$ cat src/rtl/pair_reaction_rule_matcher_defines.svh
// Assertion macros for the pair reaction rule matcher.
// Expects i_clk and i_rst_n in the scope of the using module.
`ifndef PAIR_REACTION_RULE_MATCHER_DEFINES_SVH
`define PAIR_REACTION_RULE_MATCHER_DEFINES_SVH

// Check a condition at every clock edge outside reset.
`define PRRM_ASSERT_ALWAYS(lbl, expr, msg) \
    lbl: assert property (@(posedge i_clk) disable iff (!i_rst_n) (expr)) else $error(msg);

// Check that a trigger is followed by a condition in the next cycle.
`define PRRM_ASSERT_NEXT(lbl, ante, cons, msg) \
    lbl: assert property (@(posedge i_clk) disable iff (!i_rst_n) (ante) |=> (cons)) \
        else $error(msg);

`endif

$ cat src/rtl/prrm_pkg.sv
// Types, constants and rule-match functions for the pair reaction rule matcher.
// No dependencies.
package prrm_pkg;

    localparam int RULE_SLOTS  = 8;
    localparam int CFG_IDX_W   = 3;
    localparam int TYPE_W      = 3;
    localparam int STATE_W     = 6;
    localparam int STATE_BITS  = 6;
    localparam int RULE_W      = 33;
    localparam int IDX_W       = 3;
    localparam int RULE_COUNT_DEF = 8;

    localparam logic [STATE_W-1:0] STATE_MASK = STATE_W'((1 << STATE_BITS) - 1);
    localparam logic [TYPE_W-1:0]  WILD_MIN   = 3'd6;

    typedef enum logic [1:0] {
        BOND_KEEP  = 2'd0,
        BOND_MAKE  = 2'd1,
        BOND_BREAK = 2'd2
    } t_bond_act;

    typedef struct packed {
        logic               valid;
        logic               new_bond;
        logic [STATE_W-1:0] new2;
        logic [STATE_W-1:0] new1;
        logic               need;
        logic [STATE_W-1:0] state2;
        logic [TYPE_W-1:0]  type2;
        logic [STATE_W-1:0] state1;
        logic [TYPE_W-1:0]  type1;
    } t_rule;

    typedef struct packed {
        logic [TYPE_W-1:0]  type1;
        logic [STATE_W-1:0] state1;
        logic [TYPE_W-1:0]  type2;
        logic [STATE_W-1:0] state2;
        logic               bonded;
    } t_query;

    typedef struct packed {
        logic               hit;
        logic [IDX_W-1:0]   idx;
        logic [STATE_W-1:0] n1;
        logic [STATE_W-1:0] n2;
        t_bond_act          act;
    } t_hit;

    typedef struct packed {
        t_hit fwd;
        t_hit swp;
    } t_carry;

    function automatic logic is_wild(input logic [TYPE_W-1:0] t);
        return t >= WILD_MIN;
    endfunction

    function automatic logic rule_hit(
        input t_rule              r,
        input logic [TYPE_W-1:0]  pt,
        input logic [STATE_W-1:0] ps,
        input logic [TYPE_W-1:0]  qt,
        input logic [STATE_W-1:0] qs,
        input logic               bonded
    );
        logic t1ok;
        logic t2ok;
        logic sok;
        sok  = ((r.state1 & STATE_MASK) == (ps & STATE_MASK))
            && ((r.state2 & STATE_MASK) == (qs & STATE_MASK));
        t1ok = (r.type1 == pt) || is_wild(r.type1);
        if (r.type2 == qt) begin
            t2ok = 1'b1;
        end else if (is_wild(r.type2)) begin
            t2ok = (r.type1 != r.type2) || (pt == qt);
        end else begin
            t2ok = 1'b0;
        end
        return r.valid && sok && t1ok && t2ok && (r.need == bonded);
    endfunction

    function automatic t_hit make_hit(input t_rule r, input logic [IDX_W-1:0] idx);
        t_hit h;
        h.hit = 1'b1;
        h.idx = idx;
        h.n1  = r.new1 & STATE_MASK;
        h.n2  = r.new2 & STATE_MASK;
        if (r.need && !r.new_bond) begin
            h.act = BOND_BREAK;
        end else if (!r.need && r.new_bond) begin
            h.act = BOND_MAKE;
        end else begin
            h.act = BOND_KEEP;
        end
        return h;
    endfunction

endpackage

$ cat src/rtl/prrm_cell.sv
// One rule cell: holds one rule word and one pipeline slot of the query chain.
// Depends on prrm_pkg.
module prrm_cell
    import prrm_pkg::*;
#(
    parameter int CELL_IDX = 0
) (
    input  logic                 i_clk,
    input  logic                 i_rst_n,
    input  logic                 i_cfg_valid,
    input  logic [CFG_IDX_W-1:0] i_cfg_index,
    input  logic [RULE_W-1:0]    i_cfg_data,
    input  logic                 i_valid,
    output logic                 o_ready,
    input  t_query               i_query,
    input  t_carry               i_carry,
    output logic                 o_valid,
    input  logic                 i_ready,
    output t_query               o_query,
    output t_carry               o_carry
);

    t_rule  r_rule;
    logic   r_valid;
    t_query r_query;
    t_carry r_carry;
    t_carry n_carry;
    logic   w_fwd;
    logic   w_swp;
    logic   w_take;

    always_ff @(posedge i_clk) begin
        if (!i_rst_n) begin
            r_rule <= '0;
        end else if (i_cfg_valid && (i_cfg_index == CFG_IDX_W'(CELL_IDX))) begin
            r_rule <= t_rule'(i_cfg_data);
        end
    end

    always_comb begin
        w_fwd = rule_hit(r_rule, i_query.type1, i_query.state1,
                         i_query.type2, i_query.state2, i_query.bonded);
        w_swp = rule_hit(r_rule, i_query.type2, i_query.state2,
                         i_query.type1, i_query.state1, i_query.bonded);
        n_carry = i_carry;
        if (!i_carry.fwd.hit && w_fwd) begin
            n_carry.fwd = make_hit(r_rule, IDX_W'(CELL_IDX));
        end
        if (!i_carry.swp.hit && w_swp) begin
            n_carry.swp = make_hit(r_rule, IDX_W'(CELL_IDX));
        end
    end

    assign o_ready = !r_valid || i_ready;
    assign w_take  = i_valid && o_ready;

    always_ff @(posedge i_clk) begin
        if (!i_rst_n) begin
            r_valid <= 1'b0;
        end else if (w_take) begin
            r_valid <= 1'b1;
        end else if (i_ready) begin
            r_valid <= 1'b0;
        end
    end

    always_ff @(posedge i_clk) begin
        if (w_take) begin
            r_query <= i_query;
            r_carry <= n_carry;
        end
    end

    assign o_valid = r_valid;
    assign o_query = r_query;
    assign o_carry = r_carry;

endmodule

$ cat src/rtl/pair_reaction_rule_matcher.sv
// Top level of the pair reaction rule matcher: chain of rule cells and result register.
// Depends on prrm_pkg, prrm_cell and pair_reaction_rule_matcher_defines.svh.
//
// Usage:
//   Config channel (i_cfg_valid / o_cfg_ready, always ready) writes rule word
//   i_cfg_index into the cell that holds it; write only while no request is in flight.
//   Input channel (i_in_valid / o_in_ready) takes one atom pair per request.
//   Output channel (o_out_valid / i_out_ready) returns one result per request, in order.
//   The request walks one cell per cycle while not held by back-pressure; each cell
//   checks its rule in both atom orders and keeps the lowest-numbered hit per order.
//   The result register then picks the forward hit, else the swapped hit.
//   Throughput: one request per cycle while the receiver does not stall, set by the
//   one-register-per-cell chain.
//   Receiver stall: the result register holds; each cell keeps taking requests
//   while it or a later slot is empty, so bubbles close up before input stalls.
//   Reset: rule words clear to zero (no rule fires), all slots empty.
module pair_reaction_rule_matcher
    import prrm_pkg::*;
#(
    parameter int RULE_COUNT = RULE_COUNT_DEF
) (
    input  logic                 i_clk,
    input  logic                 i_rst_n,
    input  logic                 i_cfg_valid,
    output logic                 o_cfg_ready,
    input  logic [CFG_IDX_W-1:0] i_cfg_index,
    input  logic [RULE_W-1:0]    i_cfg_data,
    input  logic                 i_in_valid,
    output logic                 o_in_ready,
    input  logic [TYPE_W-1:0]    i_first_type,
    input  logic [STATE_W-1:0]   i_first_state,
    input  logic [TYPE_W-1:0]    i_second_type,
    input  logic [STATE_W-1:0]   i_second_state,
    input  logic                 i_pair_bonded,
    output logic                 o_out_valid,
    input  logic                 i_out_ready,
    output logic                 o_rule_matched,
    output logic [IDX_W-1:0]     o_matched_rule,
    output logic                 o_order_swapped,
    output logic [STATE_W-1:0]   o_first_state_next,
    output logic [STATE_W-1:0]   o_second_state_next,
    output logic [1:0]           o_bond_action
);

    `include "pair_reaction_rule_matcher_defines.svh"

    logic   w_valid [0:RULE_COUNT];
    logic   w_ready [0:RULE_COUNT];
    t_query w_query [0:RULE_COUNT];
    t_carry w_carry [0:RULE_COUNT];

    logic               r_out_valid;
    logic               r_matched;
    logic [IDX_W-1:0]   r_rule;
    logic               r_swapped;
    logic [STATE_W-1:0] r_s1;
    logic [STATE_W-1:0] r_s2;
    t_bond_act          r_act;

    logic               n_matched;
    logic [IDX_W-1:0]   n_rule;
    logic               n_swapped;
    logic [STATE_W-1:0] n_s1;
    logic [STATE_W-1:0] n_s2;
    t_bond_act          n_act;
    logic               w_out_take;

    assign o_cfg_ready = 1'b1;

    assign w_valid[0]        = i_in_valid;
    assign o_in_ready        = w_ready[0];
    assign w_query[0].type1  = i_first_type;
    assign w_query[0].state1 = i_first_state;
    assign w_query[0].type2  = i_second_type;
    assign w_query[0].state2 = i_second_state;
    assign w_query[0].bonded = i_pair_bonded;
    assign w_carry[0]        = '0;

    genvar k;
    generate
        for (k = 0; k < RULE_COUNT; k++) begin : g_cell
            prrm_cell #(
                .CELL_IDX(k)
            ) u_cell (
                .i_clk       (i_clk),
                .i_rst_n     (i_rst_n),
                .i_cfg_valid (i_cfg_valid),
                .i_cfg_index (i_cfg_index),
                .i_cfg_data  (i_cfg_data),
                .i_valid     (w_valid[k]),
                .o_ready     (w_ready[k]),
                .i_query     (w_query[k]),
                .i_carry     (w_carry[k]),
                .o_valid     (w_valid[k+1]),
                .i_ready     (w_ready[k+1]),
                .o_query     (w_query[k+1]),
                .o_carry     (w_carry[k+1])
            );
        end
    endgenerate

    assign w_ready[RULE_COUNT] = !r_out_valid || i_out_ready;
    assign w_out_take          = w_valid[RULE_COUNT] && w_ready[RULE_COUNT];

    always_comb begin
        n_matched = 1'b0;
        n_rule    = '0;
        n_swapped = 1'b0;
        n_s1      = w_query[RULE_COUNT].state1 & STATE_MASK;
        n_s2      = w_query[RULE_COUNT].state2 & STATE_MASK;
        n_act     = BOND_KEEP;
        if (w_carry[RULE_COUNT].fwd.hit) begin
            n_matched = 1'b1;
            n_rule    = w_carry[RULE_COUNT].fwd.idx;
            n_s1      = w_carry[RULE_COUNT].fwd.n1;
            n_s2      = w_carry[RULE_COUNT].fwd.n2;
            n_act     = w_carry[RULE_COUNT].fwd.act;
        end else if (w_carry[RULE_COUNT].swp.hit) begin
            n_matched = 1'b1;
            n_rule    = w_carry[RULE_COUNT].swp.idx;
            n_swapped = 1'b1;
            n_s1      = w_carry[RULE_COUNT].swp.n2;
            n_s2      = w_carry[RULE_COUNT].swp.n1;
            n_act     = w_carry[RULE_COUNT].swp.act;
        end
    end

    always_ff @(posedge i_clk) begin
        if (!i_rst_n) begin
            r_out_valid <= 1'b0;
        end else if (w_out_take) begin
            r_out_valid <= 1'b1;
        end else if (i_out_ready) begin
            r_out_valid <= 1'b0;
        end
    end

    always_ff @(posedge i_clk) begin
        if (w_out_take) begin
            r_matched <= n_matched;
            r_rule    <= n_rule;
            r_swapped <= n_swapped;
            r_s1      <= n_s1;
            r_s2      <= n_s2;
            r_act     <= n_act;
        end
    end

    assign o_out_valid         = r_out_valid;
    assign o_rule_matched      = r_matched;
    assign o_matched_rule      = r_rule;
    assign o_order_swapped     = r_swapped;
    assign o_first_state_next  = r_s1;
    assign o_second_state_next = r_s2;
    assign o_bond_action       = r_act;

    `PRRM_ASSERT_ALWAYS(a_nomatch_clean, (!(o_out_valid && !o_rule_matched) || ((o_matched_rule == '0) && !o_order_swapped && (o_bond_action == BOND_KEEP))), "miss result carries rule data")
    `PRRM_ASSERT_ALWAYS(a_rule_in_range, (!(o_out_valid && o_rule_matched) || (int'(o_matched_rule) < RULE_COUNT)), "winning rule beyond rule count")
    `PRRM_ASSERT_NEXT(a_accept_lands, (i_in_valid && o_in_ready), w_valid[1], "accepted request missing from first cell")

endmodule

$ cat config.mk
export PLATFORM = sky130hd
export DESIGN_NAME = pair_reaction_rule_matcher
export DESIGN_NICKNAME = d
export VERILOG_FILES = /design/src/rtl/prrm_pkg.sv /design/src/rtl/prrm_cell.sv /design/src/rtl/pair_reaction_rule_matcher.sv
export VERILOG_INCLUDE_DIRS = /design/src /design/src/rtl
export SDC_FILE = /design/constraint.sdc
export NUM_CORES = 1
export LEC_CHECK = 0
export BUFFER_PORTS_ARGS = -buffer_cell sky130_fd_sc_hd__buf_2
export CAP_MARGIN = 10
export CORE_UTILIZATION = 55
export DETAILED_ROUTE_END_ITERATION = 10
export GPL_TIMING_DRIVEN = 0
export PLACE_DENSITY = 0.72
export SLEW_MARGIN = 20
export SYNTH_ARGS = -nofsm -noshare
export SYNTH_HDL_FRONTEND = slang
export SYNTH_SLANG_ARGS = --single-unit
$ cat constraint.sdc
create_clock -name i_clk -period 18.5 [get_ports i_clk]
set_clock_uncertainty 0.1 [all_clocks]
set_input_delay 2.775 -clock i_clk [delete_from_list [all_inputs] [get_ports i_clk]]
set_output_delay 2.775 -clock i_clk [all_outputs]
set_load 0.05 [all_outputs]
* Word-level counts from Yosys, hierarchy flattened
Cells that the tools add are included.
Storage, ports and cells: register bits 725, output and inout bits 22, logic and storage cells 631
Operators by class: order comparisons 16, equality and inequality tests 103, multiplexer cells 91, reduce and logical (&&, ||, !) cells 217
Operators by type and width (count):
- 14-bit 2-to-1 mux | 14
- 6-bit equality test | 32
- 3-bit equality test | 48
- 1-bit logical AND | 127
- 1-bit 2-to-1 mux | 59
- 3-bit >= comparator (second input constant) | 16
- 1-bit logical OR | 41
- 1-bit zero test | 39
- 18-bit 2-to-1 mux | 2
- 6-bit 2-to-1 mux | 4
- 3-bit != test | 8
- 2-bit 2-to-1 mux | 10
- 2-bit nonzero test | 9
- 3-bit equality test (second input constant) | 4
- 1-bit equality test | 8
- 3-bit by 2-bit equality test with 1-bit output (second input constant) | 2
- 3-bit 2-to-1 mux | 2
- 3-bit by 1-bit equality test with 1-bit output (second input constant) | 1
- 3-bit zero test | 1

* Longest topological paths before layout
depth after elaboration 12, mapped depth 7, mapped depth without buffers 5

* Cells and area by module
Synthesis repeated with hierarchy kept, for this count alone.
Unflattened totals: cells, all modules 2607, area, all modules 32474.9 um^2
Modules (own cells, without submodules):
- prrm_cell (g_cell[3].u_cell ...) | times used 3, cells each 316, area an instance 3941.3 um^2, sequential area each 2332.2 um^2
- prrm_cell (g_cell[1].u_cell ...) | times used 2, cells each 317, area an instance 3941.3 um^2, sequential area each 2332.2 um^2
- prrm_cell (g_cell[7].u_cell) | times used 1, cells each 316, area an instance 3937.5 um^2, sequential area each 2332.2 um^2
- prrm_cell (g_cell[4].u_cell) | times used 1, cells each 317, area an instance 3931.3 um^2, sequential area each 2332.2 um^2
- prrm_cell (g_cell[0].u_cell) | times used 1, cells each 316, area an instance 3928.8 um^2, sequential area each 2332.2 um^2
- pair_reaction_rule_matcher | times used 1, cells each 76, area an instance 970.9 um^2, sequential area each 590.6 um^2

* Worst setup path after synthesis
OpenSTA, ideal clock, no wires.
path type input-to-reg, start input port i_out_ready, end register g_cell[5].u_cell.r_carry (netlist bit g_cell[5].u_cell.o_carry[0]) (enable), setup time 0.552 ns, data arrival time 7.084 ns, setup slack 10.764 ns, stages 3, path buffers 0, cells stage by stage nor2b_1 -> and3_1 -> a21boi_0
Between the ends: word-level cells in the longest chain between the ends 5
RTL lines:
- start: declaration | RTL line pair_reaction_rule_matcher.sv:36 | input logic i_out_ready,
- 1-bit logical OR | RTL line pair_reaction_rule_matcher.sv:102 | assign w_ready[RULE_COUNT] = !r_out_valid || i_out_ready;
- 1-bit logical OR (3 in a row) | RTL line prrm_cell.sv:54 | assign o_ready = !r_valid || i_ready;
- 1-bit logical AND | RTL line prrm_cell.sv:55 | assign w_take = i_valid && o_ready;
- via g_cell[5].u_cell.w_take | RTL line prrm_cell.sv:30 | logic w_take;
- end signal: assignment | RTL line prrm_cell.sv:70 | r_carry <= n_carry;
- end: declaration | RTL line prrm_cell.sv:26 | t_carry r_carry;
The timed path passes the listed nets, and every way through them passes these cells. A chain may end at the register's enable or synchronous reset.

* Final worst setup path
start input port i_out_ready, end output port o_in_ready
Between the ends: word-level cells in the longest chain between the ends 9
RTL lines:
- 1-bit logical OR | RTL line pair_reaction_rule_matcher.sv:102
- 1-bit logical OR (8 in a row) | RTL line prrm_cell.sv:54
- end: declaration | RTL line pair_reaction_rule_matcher.sv:29 | output logic o_in_ready,
Every way passes these cells.

==> impl_metrics.json <==
{
  "status": "finished, final reports clean",
  "period_minus_slack_ps": 7390,
  "ir_drop_mv": 0.0776,
  "synth_xor_area_share_pct": 7.90,
  "cts_tree": "yes",
  "rows": 86,
  "ctsResizeCount": 0,
  "routabilityCongestion": 0.891,
  "p_leak_nw": 12.1,
  "max_cap_violations": 0,
  "fin_nets": 2779,
  "synth_compound_area_share_pct": 8.85,
  "hold_viol_final": 0,
  "synth_area_leaders": "edfxtp_1 42%, dfxtp_1 18%, nand2_1 6.8%",
  "chipHeight_um": 240,
  "startpoint": "i_out_ready",
  "gr-usage-all-layers_pct": 26.2,
  "drv_slew": 0,
  "cts.sinks": 711,
  "tns_ps": 0,
  "grt_pass1_wl_um": 113000,
  "synth_top_area_share_pct": 42.4,
  "p_per_area_mw_per_mm2": 95.2,
  "critPathCaptureType": "output port",
  "worstPathArrival_ps": 4510,
  "port_buffers": 44,
  "ff2ff_path_depth": 6,
  "ioPinCount": 82,
  "core_mm2": 0.0554,
  "antenna_left": 0,
  "fmax_mhz": 135,
  "synthMuxAreaShare_pct": 7.79,
  "first_iter_violations": 1516,
  "hpwl_um": 56400,
  "grt.overflow.total": 0,
  "crit_required_ps": 15620,
  "cts_buffer_depth": 3,
  "timing.rr.start": "g_cell[4].u_cell.o_query[2]",
  "syn_area_mm2": 0.0310,
  "start_util_pct": 56.0,
  "period_share_pct": 39.9,
  "drt_first_pass_iters": 5,
  "layout-drive-gt1-share_pct": 16.5,
  "wl_um": 73400,
  "synth-edff-count": 438,
  "die-area_mm2": 0.0574,
  "worst_slew_pin_slew_ps": 1300,
  "syn_to_final_growth_pct": 13.2,
  "antenna_found_initial": 4,
  "slew_headroom_pct": 12.6,
  "synth_simple_gate_area_share_pct": 13.2,
  "clock_latency_ps": 610,
  "ys_seq_area_share_pct": 60.0,
  "yosys.area.top_type": "edfxtp_1",
  "nFillCells": 4209,
  "wl_per_cell_um": 20.8,
  "synth_top_family_by_area": "simple AND/OR/NAND/NOR gates",
  "cts_buffers": 73,
  "crit_fanout": 6,
  "rr_endpoint": "g_cell[5].u_cell.o_carry[7]",
  "min_path_type": "reg2reg",
  "drc": 0,
  "critPathCapture": "o_in_ready",
  "vias": 19500,
  "fin_util_pct": 63.4,
  "synth.most_common_cell": "nand2_1",
  "post_cts_buffers": 0,
  "yosys_most_used_dff": "edfxtp_1",
  "instances_no_fill": 3531,
  "startpoint_type": "input pin",
  "async_reset_ff_share_pct": 0,
  "htree_levels": 3,
  "dp_cells": 3392,
  "setup_viol": 0,
  "grt_max_degree": 31,
  "synth_fa_ha_area_share_pct": 0,
  "first_global_vias": 19900,
  "hold-worst-slack_ps": 367,
  "viasPerCell": 5.51,
  "syn_avg_cell_area_um2": 12.0,
  "ys_types": 59,
  "path_clk_slew_ps": 60,
  "synth_cells": 2586,
  "path_class": "in2out",
  "yosysWarnings": 0,
  "synth_commonest_cells": "563 x nand2_1, 438 x edfxtp_1, 273 x dfxtp_1",
  "die_w_um": 240,
  "ys_ff_latch": 711,
  "cts-hold-fix-buffers": 0,
  "syn_nets": 2646,
  "ctsRootBufferMaster": "clkbuf_16",
  "r2r_slack_ps": 15200,
  "rsz0062_at_grt": "no"
}
[report_power, final]
part / switching (mW) / leakage [nW] / internal, mW
logic: 0.0830 / 4.58 / 0.0479
registers: 0.0221 / 6.24 / 1.70
clock network: 0.610 / 1.24 / 0.884
[state kept, by name, indices dropped and copies added, names as in the netlist]
register and count:
g_cell.u_cell.o_carry 274, g_cell.u_cell.r_rule 264, g_cell.u_cell.o_query 145, g_cell.u_cell.o_valid 8
o_first_state_next 6, o_second_state_next 6, o_matched_rule 3, o_bond_action 2
o_order_swapped 1, o_out_valid 1, o_rule_matched 1
[cells by family (layout without fill, tap and decap cells)]
family | count (synthesis) | after routing
muxes | 208 | 208
DFF | 711 | 711
AOI/OAI and AO/OA | 365 | 365
and+or+nand+nor | 867 | 867
buffers and inverters | 154 | 347
xor gates and xnor gates | 280 | 280
other | 1 | 5
[metrics by stage]
step / setup slack (ps) / area (um^2) / total power [mW]
6_report: 11110 / 35100 / 3.35
2_1_floorplan: 10760 / 31000 / 1.83
4_1_cts: 10750 / 35100 / 3.37
3_3_place_gp: 9530 / 32200 / 1.88
3_5_place_dp: 10780 / 32700 / 1.88
5_1_grt: 11020 / 35100 / 3.45
[metal layers]
metal  wire length [um]  global-route usage, %
met5                  0                      0
met1              29300                   30.9
met4               2920                   12.4
met3               3370                   3.30
met2              37800                   47.2
[critical path: stages]
cell,delay [ps]
buf_2,110
nor3b_2,560
and3_1,260
clkbuf_1,390
nand3_1,160
buf_2,240
[worst min path at each step]
stage	from	endpoint	slack, ps	cells after the start
after floorplan	g_cell[0].u_cell.r_rule[32]	g_cell[0].u_cell.r_rule[32]	340	2
after global placement	g_cell[0].u_cell.r_rule[32]	g_cell[0].u_cell.r_rule[32]	350	2
after detailed placement	g_cell[0].u_cell.r_rule[23]	g_cell[0].u_cell.r_rule[23]	360	2
after CTS	g_cell[0].u_cell.r_rule[23]	g_cell[0].u_cell.r_rule[23]	370	2
after global routing	g_cell[0].u_cell.r_rule[23]	g_cell[0].u_cell.r_rule[23]	390	2
final	g_cell[0].u_cell.r_rule[23]	g_cell[0].u_cell.r_rule[23]	370	2
[cell usage in the layout, fill, tap and decap left out, types with 17 or more instances in the layout]
cell type    n
and2_1      29
clkbuf_16   76
nand4_1     26
a21oi_1     20
a21boi_0   266
or2_2       23
mux2_4      24
nor3_1      42
nor2b_1     28
clkbuf_2    33
clkbuf_8    17
clkbuf_1   105
edfxtp_1   438
nor4_1      34
mux2_1      22
mux2_2     150
dfxtp_1    273
nand2b_1    23
xor2_1     194
xnor2_1     86
nor2_1      32
clkinv_2    18
nand2_1    563
buf_2       48
[layout make-up]
type / count / area, um^2 / share of cell area [%]
timing repair buffer: 58 / 567 / 1.61
sequential: 711 / 18600 / 53.0
inverter: 14 / 52.6 / 0.150
clock buffer: 107 / 2190 / 6.23
buffer: 140 / 643 / 1.83
tap: 748 / 936 / 2.66
antenna: 4 / 10.0 / 0.0285
multi-input combinational: 1721 / 11800 / 33.7
clock inverter: 28 / 293 / 0.833
(Power assumes the default switching activity.)
